[src/hw/rtl/tda_pkg.sv]
// ----------------------------------------------------------------------------
// tda_pkg
// Types, opcodes, constants and time-field helpers for the time-of-day unit.
// ----------------------------------------------------------------------------
`default_nettype none

package tda_pkg;

    localparam logic [3:0] OP_VALIDATE = 4'd0;
    localparam logic [3:0] OP_NEXT_SEC = 4'd1;
    localparam logic [3:0] OP_PREV_SEC = 4'd2;
    localparam logic [3:0] OP_ADD      = 4'd3;
    localparam logic [3:0] OP_DIFF     = 4'd4;
    localparam logic [3:0] OP_COMPARE  = 4'd5;
    localparam logic [3:0] OP_DURATION = 4'd6;
    localparam logic [3:0] OP_TO_SECS  = 4'd7;
    localparam logic [3:0] OP_FROM_SECS = 4'd8;
    localparam logic [3:0] OP_ADD_N    = 4'd9;
    localparam logic [3:0] OP_SUB_N    = 4'd10;

    localparam logic [1:0] ORDER_LESS    = 2'd0;
    localparam logic [1:0] ORDER_EQUAL   = 2'd1;
    localparam logic [1:0] ORDER_GREATER = 2'd2;

    localparam logic [16:0] DAY_SECS  = 17'd86400;
    localparam logic [5:0]  MAX_HOUR  = 6'd23;
    localparam logic [5:0]  MAX_MS    = 6'd59;
    localparam logic [6:0]  HOURS_DAY = 7'd24;
    localparam logic [6:0]  MS_BASE   = 7'd60;

    // floor(n / 3600) == (n * HOUR_RECIP) >> HOUR_SHIFT for n < 86400
    localparam logic [17:0] HOUR_RECIP = 18'd149131;
    localparam int unsigned HOUR_SHIFT = 29;
    // floor(r / 60) == (r * MIN_RECIP) >> MIN_SHIFT for r < 3600
    localparam logic [12:0] MIN_RECIP  = 13'd4370;
    localparam int unsigned MIN_SHIFT  = 18;

    typedef struct packed {
        logic [5:0] hour;
        logic [5:0] minute;
        logic [5:0] second;
    } hms_t;

    typedef struct packed {
        logic [4:0] hour;
        logic [5:0] minute;
        logic [5:0] second;
    } tod_t;

    typedef struct packed {
        logic [3:0]  opcode;
        hms_t        a;
        hms_t        b;
        logic [16:0] ta;
        logic [16:0] tb;
        logic        a_ok;
        logic        b_ok;
        logic        n_ok;
    } item_t;

    function automatic logic time_ok(hms_t t);
        return (t.hour <= MAX_HOUR) && (t.minute <= MAX_MS) && (t.second <= MAX_MS);
    endfunction

    function automatic logic [16:0] to_secs(hms_t t);
        logic [17:0] sum;
        sum = 18'(t.hour) * 18'd3600 + 18'(t.minute) * 18'd60 + 18'(t.second);
        return sum[16:0];
    endfunction

    // mixed-radix add, both operands in range
    function automatic tod_t hms_add(hms_t x, hms_t y);
        logic [6:0] s_sum;
        logic [6:0] m_sum;
        logic [6:0] h_sum;
        logic       s_carry;
        logic       m_carry;
        tod_t       r;
        s_sum   = {1'b0, x.second} + {1'b0, y.second};
        s_carry = (s_sum >= MS_BASE);
        if (s_carry)
        begin
            s_sum = s_sum - MS_BASE;
        end
        m_sum   = {1'b0, x.minute} + {1'b0, y.minute} + {6'd0, s_carry};
        m_carry = (m_sum >= MS_BASE);
        if (m_carry)
        begin
            m_sum = m_sum - MS_BASE;
        end
        h_sum = {1'b0, x.hour} + {1'b0, y.hour} + {6'd0, m_carry};
        if (h_sum >= HOURS_DAY)
        begin
            h_sum = h_sum - HOURS_DAY;
        end
        r.second = s_sum[5:0];
        r.minute = m_sum[5:0];
        r.hour   = h_sum[4:0];
        return r;
    endfunction

    // mixed-radix x - y with wrap past midnight, both operands in range
    function automatic tod_t hms_sub(hms_t x, hms_t y);
        logic [6:0] s_dif;
        logic [6:0] m_dif;
        logic [6:0] h_dif;
        logic       s_borrow;
        logic       m_borrow;
        tod_t       r;
        s_dif    = {1'b0, x.second} - {1'b0, y.second};
        s_borrow = s_dif[6];
        if (s_borrow)
        begin
            s_dif = s_dif + MS_BASE;
        end
        m_dif    = {1'b0, x.minute} - {1'b0, y.minute} - {6'd0, s_borrow};
        m_borrow = m_dif[6];
        if (m_borrow)
        begin
            m_dif = m_dif + MS_BASE;
        end
        h_dif = {1'b0, x.hour} - {1'b0, y.hour} - {6'd0, m_borrow};
        if (h_dif[6])
        begin
            h_dif = h_dif + HOURS_DAY;
        end
        r.second = s_dif[5:0];
        r.minute = m_dif[5:0];
        r.hour   = h_dif[4:0];
        return r;
    endfunction

endpackage

`default_nettype wire

[src/hw/rtl/tda_n_split.sv]
// ----------------------------------------------------------------------------
// tda_n_split
// Three-stage pipeline that splits a second count into hour, minute, second
// by reciprocal multiplication.
// ----------------------------------------------------------------------------
`default_nettype none

module tda_n_split
(
    input  wire logic          clk,
    input  wire logic [16:0]   n,
    output tda_pkg::tod_t      nt
);

    logic [34:0] hour_prod;
    logic [4:0]  hour_a_next;
    logic [4:0]  hour_a_reg;
    logic [16:0] n_a_reg;

    logic [16:0] rem_full;
    logic [11:0] rem_b_next;
    logic [24:0] min_prod;
    logic [5:0]  min_b_next;
    logic [11:0] rem_b_reg;
    logic [5:0]  min_b_reg;
    logic [4:0]  hour_b_reg;

    logic [11:0] sec_full;
    tda_pkg::tod_t nt_next;
    tda_pkg::tod_t nt_reg;

    // stage a: hour quotient
    assign hour_prod   = 35'(n) * 35'(tda_pkg::HOUR_RECIP);
    assign hour_a_next = hour_prod[tda_pkg::HOUR_SHIFT +: 5];

    // stage b: remainder within the hour and minute quotient
    assign rem_full   = n_a_reg - 17'(hour_a_reg) * 17'd3600;
    assign rem_b_next = rem_full[11:0];
    assign min_prod   = 25'(rem_b_next) * 25'(tda_pkg::MIN_RECIP);
    assign min_b_next = min_prod[tda_pkg::MIN_SHIFT +: 6];

    // stage c: seconds left over
    assign sec_full       = rem_b_reg - 12'(min_b_reg) * 12'd60;
    assign nt_next.hour   = hour_b_reg;
    assign nt_next.minute = min_b_reg;
    assign nt_next.second = sec_full[5:0];

    always_ff @(posedge clk)
    begin
        hour_a_reg <= hour_a_next;
        n_a_reg    <= n;
        rem_b_reg  <= rem_b_next;
        min_b_reg  <= min_b_next;
        hour_b_reg <= hour_a_reg;
        nt_reg     <= nt_next;
    end

    assign nt = nt_reg;

endmodule

`default_nettype wire

[src/hw/rtl/tda_alu.sv]
// ----------------------------------------------------------------------------
// tda_alu
// Operand checks, mixed-radix add and subtract, compare and second counts,
// with the result register and done strobe.
// ----------------------------------------------------------------------------
`default_nettype none

module tda_alu
(
    input  wire logic                 clk,
    input  wire logic                 rst_n,
    input  wire logic                 in_valid,
    input  wire tda_pkg::item_t       item,
    input  wire tda_pkg::tod_t        nt,
    output logic                      done,
    output logic        [4:0]         res_hour,
    output logic        [5:0]         res_minute,
    output logic        [5:0]         res_second,
    output logic signed [17:0]        seconds_value,
    output logic        [1:0]         order,
    output logic                      invalid
);

    tda_pkg::hms_t one_sec;
    tda_pkg::hms_t n_hms;
    tda_pkg::hms_t add_y;
    tda_pkg::hms_t sub_x;
    tda_pkg::hms_t sub_y;
    tda_pkg::tod_t sum_t;
    tda_pkg::tod_t dif_t;
    logic          bad;
    logic [17:0]   dur;

    tda_pkg::tod_t time_next;
    logic [17:0]   secs_next;
    logic [1:0]    order_next;
    logic          invalid_next;

    logic          done_reg;
    tda_pkg::tod_t time_reg;
    logic [17:0]   secs_reg;
    logic [1:0]    order_reg;
    logic          invalid_reg;

    assign one_sec = '{hour: 6'd0, minute: 6'd0, second: 6'd1};
    assign n_hms   = '{hour: {1'b0, nt.hour}, minute: nt.minute, second: nt.second};
    assign dur     = {1'b0, item.tb} - {1'b0, item.ta};

    always_comb
    begin
        case (item.opcode)
            tda_pkg::OP_VALIDATE,
            tda_pkg::OP_NEXT_SEC,
            tda_pkg::OP_PREV_SEC,
            tda_pkg::OP_TO_SECS:   bad = !item.a_ok;
            tda_pkg::OP_ADD,
            tda_pkg::OP_DIFF,
            tda_pkg::OP_COMPARE,
            tda_pkg::OP_DURATION:  bad = !(item.a_ok && item.b_ok);
            tda_pkg::OP_FROM_SECS: bad = !item.n_ok;
            tda_pkg::OP_ADD_N,
            tda_pkg::OP_SUB_N:     bad = !(item.a_ok && item.n_ok);
            default:               bad = 1'b1;
        endcase
    end

    // one shared mixed-radix adder and one shared mixed-radix subtractor
    always_comb
    begin
        case (item.opcode)
            tda_pkg::OP_NEXT_SEC: add_y = one_sec;
            tda_pkg::OP_ADD:      add_y = item.b;
            default:              add_y = n_hms;
        endcase
        case (item.opcode)
            tda_pkg::OP_PREV_SEC:
            begin
                sub_x = item.a;
                sub_y = one_sec;
            end
            tda_pkg::OP_DIFF:
            begin
                sub_x = item.b;
                sub_y = item.a;
            end
            default:
            begin
                sub_x = item.a;
                sub_y = n_hms;
            end
        endcase
    end

    assign sum_t = tda_pkg::hms_add(item.a, add_y);
    assign dif_t = tda_pkg::hms_sub(sub_x, sub_y);

    always_comb
    begin
        time_next    = '0;
        secs_next    = '0;
        order_next   = tda_pkg::ORDER_LESS;
        invalid_next = bad;
        if (!bad)
        begin
            case (item.opcode)
                tda_pkg::OP_NEXT_SEC,
                tda_pkg::OP_ADD,
                tda_pkg::OP_ADD_N:     time_next = sum_t;
                tda_pkg::OP_PREV_SEC,
                tda_pkg::OP_DIFF,
                tda_pkg::OP_SUB_N:     time_next = dif_t;
                tda_pkg::OP_FROM_SECS: time_next = nt;
                tda_pkg::OP_COMPARE:
                begin
                    if (item.ta < item.tb)
                    begin
                        order_next = tda_pkg::ORDER_LESS;
                    end
                    else if (item.ta == item.tb)
                    begin
                        order_next = tda_pkg::ORDER_EQUAL;
                    end
                    else
                    begin
                        order_next = tda_pkg::ORDER_GREATER;
                    end
                end
                tda_pkg::OP_DURATION:  secs_next = dur;
                tda_pkg::OP_TO_SECS:   secs_next = {1'b0, item.ta};
                default:               time_next = '0;
            endcase
        end
    end

    always_ff @(posedge clk or negedge rst_n)
    begin
        if (!rst_n)
        begin
            done_reg <= 1'b0;
        end
        else
        begin
            done_reg <= in_valid;
        end
    end

    always_ff @(posedge clk)
    begin
        time_reg    <= time_next;
        secs_reg    <= secs_next;
        order_reg   <= order_next;
        invalid_reg <= invalid_next;
    end

    assign done          = done_reg;
    assign res_hour      = time_reg.hour;
    assign res_minute    = time_reg.minute;
    assign res_second    = time_reg.second;
    assign seconds_value = $signed(secs_reg);
    assign order         = order_reg;
    assign invalid       = invalid_reg;

endmodule

`default_nettype wire

[src/hw/rtl/time_of_day_arithmetic_unit.sv]
// ----------------------------------------------------------------------------
// time_of_day_arithmetic_unit
// Stateless hour:minute:second arithmetic with 24-hour wrap.
// ----------------------------------------------------------------------------
// One item is taken in every clock cycle: busy is always low, and each beat
// accepted with start gives exactly one result, marked by done. Each item
// passes the input register, the three-stage split of n_seconds into hour,
// minute and second (two reciprocal multiplies in turn), and the result
// register. Results come in the order items went in, one per cycle, and must
// be taken in the cycle done is high.
`default_nettype none

module time_of_day_arithmetic_unit
(
    input  wire logic               clk,
    input  wire logic               rst_n,
    input  wire logic               start,
    output logic                    busy,
    input  wire logic        [3:0]  opcode,
    input  wire logic        [5:0]  a_hour,
    input  wire logic        [5:0]  a_minute,
    input  wire logic        [5:0]  a_second,
    input  wire logic        [5:0]  b_hour,
    input  wire logic        [5:0]  b_minute,
    input  wire logic        [5:0]  b_second,
    input  wire logic        [16:0] n_seconds,
    output logic                    done,
    output logic             [4:0]  res_hour,
    output logic             [5:0]  res_minute,
    output logic             [5:0]  res_second,
    output logic signed      [17:0] seconds_value,
    output logic             [1:0]  order,
    output logic                    invalid
);

    logic           valid_s1_reg;
    logic           valid_s2_reg;
    logic           valid_s3_reg;
    logic           valid_s4_reg;
    logic           accept;

    logic [3:0]     op_s1_reg;
    tda_pkg::hms_t  a_s1_reg;
    tda_pkg::hms_t  b_s1_reg;
    logic [16:0]    n_s1_reg;

    tda_pkg::item_t item_s2_next;
    tda_pkg::item_t item_s2_reg;
    tda_pkg::item_t item_s3_reg;
    tda_pkg::item_t item_s4_reg;
    tda_pkg::tod_t  nt_s4;

    assign busy   = 1'b0;
    assign accept = start && !busy;

    always_ff @(posedge clk or negedge rst_n)
    begin
        if (!rst_n)
        begin
            valid_s1_reg <= 1'b0;
            valid_s2_reg <= 1'b0;
            valid_s3_reg <= 1'b0;
            valid_s4_reg <= 1'b0;
        end
        else
        begin
            valid_s1_reg <= accept;
            valid_s2_reg <= valid_s1_reg;
            valid_s3_reg <= valid_s2_reg;
            valid_s4_reg <= valid_s3_reg;
        end
    end

    always_ff @(posedge clk)
    begin
        op_s1_reg <= opcode;
        a_s1_reg  <= '{hour: a_hour, minute: a_minute, second: a_second};
        b_s1_reg  <= '{hour: b_hour, minute: b_minute, second: b_second};
        n_s1_reg  <= n_seconds;
    end

    // range checks and second counts, then carried along beside the n split
    always_comb
    begin
        item_s2_next.opcode = op_s1_reg;
        item_s2_next.a      = a_s1_reg;
        item_s2_next.b      = b_s1_reg;
        item_s2_next.ta     = tda_pkg::to_secs(a_s1_reg);
        item_s2_next.tb     = tda_pkg::to_secs(b_s1_reg);
        item_s2_next.a_ok   = tda_pkg::time_ok(a_s1_reg);
        item_s2_next.b_ok   = tda_pkg::time_ok(b_s1_reg);
        item_s2_next.n_ok   = (n_s1_reg < tda_pkg::DAY_SECS);
    end

    always_ff @(posedge clk)
    begin
        item_s2_reg <= item_s2_next;
        item_s3_reg <= item_s2_reg;
        item_s4_reg <= item_s3_reg;
    end

    tda_n_split u_n_split
    (
        .clk (clk),
        .n   (n_s1_reg),
        .nt  (nt_s4)
    );

    tda_alu u_alu
    (
        .clk           (clk),
        .rst_n         (rst_n),
        .in_valid      (valid_s4_reg),
        .item          (item_s4_reg),
        .nt            (nt_s4),
        .done          (done),
        .res_hour      (res_hour),
        .res_minute    (res_minute),
        .res_second    (res_second),
        .seconds_value (seconds_value),
        .order         (order),
        .invalid       (invalid)
    );

endmodule

`default_nettype wire

[config.mk]
export PLATFORM = sky130hd
export DESIGN_NAME = time_of_day_arithmetic_unit
export DESIGN_NICKNAME = d
export VERILOG_FILES = /design/src/hw/rtl/tda_pkg.sv /design/src/hw/rtl/tda_n_split.sv /design/src/hw/rtl/tda_alu.sv /design/src/hw/rtl/time_of_day_arithmetic_unit.sv
export SDC_FILE = /design/constraint.sdc
export NUM_CORES = 1
export LEC_CHECK = 0
export ABC_AREA = 1
export BUFFER_PORTS_ARGS = -buffer_cell sky130_fd_sc_hd__buf_4
export CAP_MARGIN = 20
export CORE_UTILIZATION = 55
export DETAILED_ROUTE_END_ITERATION = 8
export PLACE_DENSITY = 0.79
export SLEW_MARGIN = 5
export SYNTH_ARGS = -nofsm -noshare
export SYNTH_HDL_FRONTEND = slang
export SYNTH_SLANG_ARGS = --single-unit
[constraint.sdc]
create_clock -name clk -period 18.55 [get_ports clk]
set_input_delay 3.71 -clock clk [delete_from_list [all_inputs] [get_ports clk]]
set_output_delay 3.71 -clock clk [all_outputs]
set_load 0.02 [all_outputs]
# Word level (Yosys, flattened, before mapping)
# Index checks and enable logic that the tools add are counted.
dict set report classes {
  n_addsub 23
  multipliers 8
  magnitude_cmp 11
  eq_ne 11
  mux 13
  bitwise_logic 1
  n_reduce_logical 17
}
# op count
set op_table {}
lappend op_table {{$pmux 18 s2} 3}
lappend op_table {{$pmux 17 s3} 1}
lappend op_table {{$add 17x12->17} 2}
lappend op_table {{$add 17x6->17} 2}
lappend op_table {{$mul 17x18->34 const B} 1}
lappend op_table {{$mul 6x8->13 const B} 2}
lappend op_table {{$le 6x6->1 const B} 4}
lappend op_table {{$mux 6} 4}
lappend op_table {{$mul 12x12->23 const B} 1}
lappend op_table {{$add 6x6->7} 3}
lappend op_table {{$sub 6x6->7} 3}
lappend op_table {{$mul 6x4->10 const B} 2}
lappend op_table {{$mux 18} 1}
lappend op_table {{$sub 17x17->18} 1}
lappend op_table {{$eq 17x17->1} 1}
lappend op_table {{$lt 17x17->1} 1}
lappend op_table {{$lt 17x17->1 const B} 1}
lappend op_table {{$eq 4x3->1 const B} 4}
lappend op_table {{$add 7x1->7} 2}
lappend op_table {{$ge 7x6->1 const B} 2}
lappend op_table {{$sub 7x1->7} 2}
lappend op_table {{$add 6x6->6 const B} 2}
lappend op_table {{$eq 4x4->1 const B} 3}
lappend op_table {{$le 6x5->1 const B} 2}
lappend op_table {{20 further kinds} 34}
dict set report word_totals {
  regBits 382
  inputBits 60
  output_inout_bits 40
  wordCells 147
}

# Depth between registers and ports, before layout
# Gate-level depths: netlist (run 1).
dict set report depth {
  ltp_word 10
  ltp_mapped 49
  mapped_depth_nobuf 48
}

# Cells and area by module
# A second synthesis (run 1) with hierarchy kept.
dict set report unflattened {
  cells_unflattened 2677
  hier_area_um2 22892.0
}
# mod n_inst cells_each area_each_um2
set by_module_without_submodules {}
lappend by_module_without_submodules {time_of_day_arithmetic_unit 1 870 9706.8}
lappend by_module_without_submodules {tda_n_split 1 940 7953.9}
lappend by_module_without_submodules {tda_alu 1 867 5231.3}

# Worst setup path before layout (run 1)
# No wires, ideal clock.
dict set report synth_path {
  path_type {reg2reg}
  from {register item_s4_reg[74] (netlist name)}
  to {register u_alu.time_reg, in the netlist u_alu.res_hour[3]}
  setup_ps 113
  arrival_time_ps 6254
  t_required_ps 18437
  setup_slack_ps 12183
  path_stages_with_launch 42
  path_cell_list {dfxtp_1 -> nand2_1 -> inv_2 -> nand2_1 -> clkbuf_1 -> o22ai_1 -> inv_1 -> ha_1 -> fa_1 -> xor2_2 -> ha_1 -> nor3b_1 -> nand3_1 -> o21ai_1 -> nand2_1 -> nand2_1 -> fa_1 -> inv_1 -> [6 not listed] -> nand2_1 -> nand2_1 -> inv_1 -> fa_1 -> inv_1 -> fa_1 -> nand3_1 -> nand3_1 -> inv_1 -> nor2_1 -> inv_1 -> ha_1 -> nor3_1 -> nand3_1 -> o21ai_0 -> nor2_1 -> nor2_1 -> nor2_1}
}
dict set report synth_between {
  elab_chain_cells 10
  elab_cells_between_ends 38
  classes_between {12 x add/sub; 3 x order compare; 10 x eq/ne; 7 x mux; 6 x reduce/logical}
}
# element line_no
set synth_rtl {}
lappend synth_rtl {{start, declared} time_of_day_arithmetic_unit.sv:50} ;# tda_pkg::item_t item_s4_reg;
lappend synth_rtl {{start signal, assigned} time_of_day_arithmetic_unit.sv:99} ;# item_s4_reg <= item_s3_reg;
lappend synth_rtl {{$eq 4x2->1 / $eq 4x1->1 (equally long branches)} {tda_alu.sv:51, tda_alu.sv:70, tda_alu.sv:105}}
lappend synth_rtl {{$pmux 18 s2} tda_alu.sv:70} ;# case (item.opcode)
lappend synth_rtl {{$add 6x6->7} tda_pkg.sv:79} ;# s_sum = {1'b0, x.second} + {1'b0, y.second};
lappend synth_rtl {{$ge 7x6->1} tda_pkg.sv:80} ;# s_carry = (s_sum >= MS_BASE);
lappend synth_rtl {{$add 7x1->7} tda_pkg.sv:85} ;# m_sum = {1'b0, x.minute} + {1'b0, y.minute} + {6'd0, s_carry};
lappend synth_rtl {{$ge 7x6->1} tda_pkg.sv:86} ;# m_carry = (m_sum >= MS_BASE);
lappend synth_rtl {{$add 7x1->7} tda_pkg.sv:91} ;# h_sum = {1'b0, x.hour} + {1'b0, y.hour} + {6'd0, m_carry};
lappend synth_rtl {{$ge 7x5->1 / $sub 5x5->5 (equally long branches)} {tda_pkg.sv:92, tda_pkg.sv:94}}
lappend synth_rtl {{$mux 5} tda_pkg.sv:92} ;# if (h_sum >= HOURS_DAY)
lappend synth_rtl {{$pmux 17 s3} tda_alu.sv:105} ;# case (item.opcode)
lappend synth_rtl {{end signal, assigned} tda_alu.sv:149} ;# time_reg <= time_next;
lappend synth_rtl {{end, declared} tda_alu.sv:40} ;# tda_pkg::tod_t time_reg;
# Several ways; a longest one is shown, not always the timed one.
# A chain may end at the register's enable or synchronous reset.

# Final worst setup path (run 1)
# Ends and elaborated chain as after synthesis.

==> flow_metrics.py, run 1 <==
metrics = {
    "timing": {
        "worst_slew_pin_slew_ns": 0.882,
        "relSlewSlack": 0.410,
        "setup_viol": 0,
        "fin_tns_setup_ns": 0,
        "min_period_ns": 7.47,
        "finalClockSkew_ns": 0.0291,
        "max_freq_ghz": 0.134,
        "finalCritPeriodShare": 0.403,
        "grt_setup_unrepaired": "false",
        "drv_slew": 0,
        "hold_violations": 0,
    },
    "cts": {
        "cts_hold_buf": 0,
        "clock-root-buffer": "clkbuf_16",
        "path_clk_slew_ns": 0.06,
        "tritoncts": "yes",
        "cts_buffers": 38,
        "cts_max_level": 2,
        "cts_setup_buffers": 0,
        "clockBufferDepth": 3,
        "clock_latency_ns": 0.57,
        "cts_resized": 0,
        "cts_sinks": 370,
    },
    "worst_setup_path": {
        "required_ns": 18.95,
        "path_max_fanout": 11,
        "cp-start-kind": "flip-flop",
        "reg2reg_from": "item_s4_reg[74]$_DFF_P_",
        "reg2reg_to": "u_alu.res_hour[3]$_SDFF_PP0_",
        "path_class": "reg -> reg",
        "crit_path_end_kind": "flip-flop",
        "arrival_ns": 7.87,
        "critPathSlowestCell": "dfxtp_1",
        "rrSetupSlack_ns": 11.08,
        "r2r_cells": 40,
        "slowest_delay_ns": 0.50,
    },
    "yosys": {
        "synth_edf_count": 0,
        "async_flop_share": 0.0135,
        "synth_nets": 2980,
        "synth_top_area_frac": 0.333,
        "ys.warnings.count": 0,
        "ys_seq_area_frac": 0.339,
        "synth_area_leaders": "dfxtp_1 33%, ha_1 23%, fa_1 11%, inv_1 7.1%, nand2_1 6.4%",
        "syn_area_sq_um": 21900,
        "ys_ff_latch": 370,
        "synth.distinct_cells": 56,
        "synthCells": 2399,
        "yosys.area.top_type": "dfxtp_1",
        "synth_area_per_cell_sq_um": 9.14,
        "synth_flop_cell": "dfxtp_1",
    },
    "final_layout": {
        "final_util": 0.627,
        "final_common_cell": "inv_1",
        "syn2layout_area_growth_pct": 11.6,
        "drive_gt1_frac": 0.0793,
        "stdcell_count": 3065,
        "final_cell_mix": "416 x inv_1, 399 x ha_1, 376 x nand2_1",
        "multi_input_area_sq_um": 12800,
        "final.fill_count": 3168,
        "seqCellArea_sq_um": 7430,
        "fin_nets": 3102,
        "diodes": 0,
    },
    "global_routing": {
        "grt_usage": 0.253,
        "grt_pass1_vias": 16500,
        "grt_max_degree": 49,
        "overflow": 0,
        "grt_pass1_wl_mm": 82.0,
        "antenna_found_initial": 0,
    },
    "floorplanning": {
        "dieHeight_um": 202,
        "start_util": 0.562,
        "die_w_um": 202,
        "ioPinCount": 100,
        "core_sq_um": 39000,
        "die-area_sq_um": 40700,
        "rows": 72,
    },
    "status": {
        "status": "completed",
    },
    "job": {
        "cap_violations": 0,
    },
    "min_path": {
        "hold_path_end": "item_s4_reg[2]$_DFF_P_",
        "holdPathStages": 0,
        "hp-class": "reg -> reg",
        "worstHoldStart": "item_s3_reg[2]$_DFF_P_",
    },
    "power": {
        "peakVddDrop_mv": 0.177,
        "power.switching_w": 0.00212,
        "p_seq_frac": 0.229,
        "power.density_nw_per_um2": 191,
        "leakagePower_nw": 12.7,
        "cellInternalPower_w": 0.00254,
        "total_power_w": 0.00466,
        "p_sw_frac": 0.455,
        "clkPwrFrac": 0.163,
        "combPwrFrac": 0.608,
    },
    "drt": {
        "drcViolationCount": 0,
        "vias": 16200,
        "ant_nets": 0,
        "wl_per_cell_um": 16.2,
        "via_per_inst": 5.30,
        "wl_mm": 49.8,
        "drt_iter0_markers": 1024,
        "drtPass1Iterations": 5,
    },
    "place": {
        "dpl.cell_count": 2999,
        "port_buffers": 98,
        "place_congestion": 0.949,
        "dpl.hpwl_mm": 40.0,
    },
}
-- synth_stat cells (2+ instances only) --
library cell / count
nand2_4: 2
a21oi_1: 148
o2111ai_1: 2
o31ai_1: 2
xnor2_1: 29
nand3_1: 120
o21ai_1: 3
buf_4: 5
o21a_1: 8
nor2_4: 3
xor2_1: 44
a21oi_2: 3
a22oi_1: 2
nor2_2: 3
inv_1: 416
o22ai_1: 26
nor4_1: 4
fa_1: 122
nand3b_1: 13
nor3_1: 16
inv_2: 8
a21o_1: 9
a32oi_1: 2
buf_2: 4
o21bai_1: 9
dfxtp_1: 365
nand2_2: 4
or2_2: 12
a31oi_1: 9
nand4_1: 22
clkbuf_1: 7
o21ai_0: 84
nor2_1: 93
ha_1: 399
nand2_1: 376
dfrtp_1: 5
-- per-layer routing --
layer,track usage,wire length [um]
met1,0.335,22800
met4,0.0950,1530
met5,0,0
met2,0.422,22800
met3,0.0316,2680
-- power by group through the flow --
stage               Combinational [W]  Sequential, W  Clock (W)
floorplan                     0.00214        0.00105          0
global placement              0.00269        0.00108          0
detailed placement            0.00278        0.00109          0
CTS                           0.00283        0.00107   0.000776
global route                  0.00325        0.00109   0.000814
finish                        0.00283        0.00107   0.000761
-- per-stage QoR --
step                      hold WS (ns)  cell area, sq um  setup WS (ns)
after floorplan                  0.310             21900          12.18
after global placement           0.311             23200          11.35
after detailed placement         0.312             23200          11.14
after CTS                        0.306             24500          11.11
after global routing             0.324             24500          10.39
final                            0.313             24500          11.08
-- logic make-up (layout without fill, tap and decap cells) --
group	after synthesis	count (layout)	synth area share
compound gates	315	315	0.0805
flops	370	370	0.339
simple gates	675	675	0.134
other cells	1	1	0.000171
fa+ha+maj	521	521	0.339
buf+inv	443	591	0.0773
xor+xnor	74	74	0.0299
-- worst max-delay path by stage --
stage                            startpoint                      endpoint  slack (ns)  cells past startpoint
finish              item_s4_reg[74]$_DFF_P_  u_alu.res_hour[3]$_SDFF_PP0_       11.08                     40
global route        item_s4_reg[74]$_DFF_P_  u_alu.res_hour[3]$_SDFF_PP0_       10.39                     40
CTS                 item_s4_reg[74]$_DFF_P_  u_alu.res_hour[3]$_SDFF_PP0_       11.11                     40
detailed placement  item_s4_reg[74]$_DFF_P_  u_alu.res_hour[3]$_SDFF_PP0_       11.14                     40
global placement    item_s4_reg[74]$_DFF_P_  u_alu.res_hour[3]$_SDFF_PP0_       11.35                     40
floorplan           item_s4_reg[74]$_DFF_P_  u_alu.res_hour[3]$_SDFF_PP0_       12.18                     41
-- area by class of cell --
class	instances	area share
clock inverter	16	0.00757
timing repair buffer	100	0.0307
inverter	425	0.0652
tap	518	0.0265
multi-input combinational	1586	0.523
clock buffer	50	0.0436
sequential	370	0.304
-- critical path, delay by kind of cell, from the launching register on --
family,cells,cell delay (ns)
compound gates,4,0.54
xor+xnor,2,0.52
fa+ha+maj,9,2.56
buf+inv,7,0.60
flops,1,0.50
simple gates,18,2.60
No activity file was read; power rests on OpenSTA's default activity.
==> inputs of run 2 (changes only) <==
==> constraint.sdc (replaced) <==
create_clock -name clk -period 7.5 [get_ports clk]
set_input_delay 1.5 -clock clk [delete_from_list [all_inputs] [get_ports clk]]
set_output_delay 1.5 -clock clk [all_outputs]
set_load 0.02 [all_outputs]
==> run 2 against run 1 <==
Net effect: clock power rose to 2.6 times the previous value; clock skew fell by 0.011 ns; sequential share of layout area fell by 0.13 points; core utilization rose by 0.30 points; design area rose by 0.48%; register-to-register slack got worse by 10 ns; combinational power rose to 2.5 times the previous value; flip-flop and latch count did not move; critical endpoint unchanged; largest cell class unchanged; highest routed layer is now met5.
==> flow_metrics.py, run 2 (same netlist as run 1, synthesis figures left out) <==
metrics = {
    "status": {
        "status": "completed",
    },
    "timing": {
        "max_freq_ghz": 0.146,
        "fin_tns_setup_ns": 0,
        "min_period_ns": 6.84,
        "grt_setup_unrepaired": "false",
        "hold_violations": 0,
        "finalClockSkew_ns": 0.0177,
        "drv_slew": 0,
        "fin_ws_ns": 0.660,
        "finalCritPeriodShare": 0.912,
        "worst_slew_pin_slew_ns": 0.885,
        "relSlewSlack": 0.408,
        "setup_viol": 0,
    },
    "global_routing": {
        "grt_pass1_vias": 16500,
        "grt_usage": 0.255,
        "grt_pass1_wl_mm": 82.5,
        "overflow": 0,
        "antenna_found_initial": 1,
        "grt_max_degree": 49,
    },
    "floorplanning": {
        "rows": 72,
        "ioPinCount": 100,
        "core_sq_um": 39000,
        "die_w_um": 202,
        "start_util": 0.562,
        "dieHeight_um": 202,
        "die-area_sq_um": 40700,
    },
    "worst_setup_path": {
        "slowest_delay_ns": 0.46,
        "path_max_fanout": 9,
        "crit_path_end_kind": "flip-flop",
        "arrival_ns": 7.23,
        "critPathSlowestCell": "fa_1",
        "required_ns": 7.89,
        "path_common_cell": "inv_1",
        "path_class": "reg -> reg",
        "cp-start-kind": "flip-flop",
    },
    "drt": {
        "ant_nets": 0,
        "vias": 16100,
        "drtPass1Iterations": 6,
        "drcViolationCount": 0,
        "wl_per_cell_um": 16.4,
        "drt_iter0_markers": 993,
        "wl_mm": 50.2,
        "via_per_inst": 5.24,
    },
    "cts": {
        "cts_sinks": 370,
        "clock-root-buffer": "clkbuf_16",
        "cts_buffers": 38,
        "clockBufferDepth": 3,
        "cts_hold_buf": 0,
        "clock_latency_ns": 0.56,
        "path_clk_slew_ns": 0.06,
        "cts_max_level": 2,
        "tritoncts": "yes",
    },
    "final_layout": {
        "final_cell_mix": "416 x inv_1, 398 x ha_1, 375 x nand2_1",
        "final_common_cell": "inv_1",
        "final_util": 0.630,
        "fin_nets": 3105,
        "syn2layout_area_growth_pct": 12.2,
        "stdcell_area_sq_um": 24600,
        "drive_gt1_frac": 0.0843,
        "diodes": 0,
    },
    "place": {
        "port_buffers": 98,
        "place_congestion": 0.961,
        "place_area_sq_um": 23200,
        "dpl.hpwl_mm": 40.0,
        "pre_cts_slack_ns": 0.327,
    },
    "min_path": {
        "hp-class": "reg -> reg",
    },
    "power": {
        "peakVddDrop_mv": 0.503,
        "power.density_nw_per_um2": 476,
        "leakagePower_nw": 12.8,
    },
    "job": {
        "cap_violations": 0,
    },
}
run 2: changes by cell type in the layout (fill, tap and decap cells not counted), sizes merged:
| cell | before | now |
|---|---|---|
| bufinv | 2 | 4 |
| clkinvlp | 6 | 0 |
| buf | 100 | 103 |
| clkinv | 5 | 6 |
| clkbuf | 50 | 52 |
run 2: what timing repair did:
action,CTS,global route
setup endpoints to repair,0,2
resized for setup,0,8
setup buffers,0,1
hold endpoints to repair,0,0
run 2: worst max-delay path: cells and delay by family (launching register included):
kind / cells / cell delay (ns)
xor gates and xnor gates: 2 / 0.44
and+or+nand+nor: 18 / 2.23
DFF: 1 / 0.40
adders and majority gates: 9 / 2.54
buffers and inverters: 7 / 0.59
AOI/OAI and AO/OA: 4 / 0.47
run 2: path summary, 6_finish.rpt:
| check | endpoint | cells after the start | from | slack, ns |
|---|---|---|---|---|
| max | u_alu.res_hour[3]$_SDFF_PP0_ | 40 | item_s4_reg[74]$_DFF_P_ | 0.66 |
| min | item_s3_reg[42]$_DFF_P_ | 0 | item_s2_reg[42]$_DFF_P_ | 0.32 |
| max reg2reg | u_alu.res_hour[3]$_SDFF_PP0_ | 40 | item_s4_reg[74]$_DFF_P_ | 0.66 |
| min reg2reg | item_s3_reg[42]$_DFF_P_ | 0 | item_s2_reg[42]$_DFF_P_ | 0.32 |
| max in group asynchronous | u_alu.done$_DFF_PN0_ | 1 | rst_n | 6.66 |
| min in group asynchronous | valid_s1_reg$_DFF_PN0_ | 1 | rst_n | 0.73 |
run 2: metrics by stage:
| step | instances | hold WS, ns | total power (W) |
|---|---|---|---|
| after global placement | 3001 | 0.311 | 0.00934 |
| after global routing | 3067 | 0.329 | 0.0129 |
| after detailed placement | 3001 | 0.312 | 0.00959 |
| after floorplan | 2399 | 0.310 | 0.00790 |
| after CTS | 3066 | 0.313 | 0.0117 |
| final | 3067 | 0.317 | 0.0117 |
run 2: layout make-up:
type,count,area (sq um)
clock buffers,52,1120
clock inverters,13,193
fillers,3127,14400
inverters,425,1600
multi-input cells,1586,12800
flip-flops and latches,370,7430
well taps,518,648
repair buffers,103,773
run 2: routing by layer:
metal	share of wire	GRT usage
met5	0.00026	0
met4	0.033	0.0955
met3	0.056	0.0420
met2	0.45	0.417
met1	0.46	0.339
run 2: report_power, final:
group / total [W] / internal [W] / switching (W)
clock: 0.00197 / 0.00119 / 0.000775
combinational: 0.00710 / 0.00282 / 0.00428
sequential: 0.00265 / 0.00241 / 0.000234
total: 0.0117 / 0.00643 / 0.00529
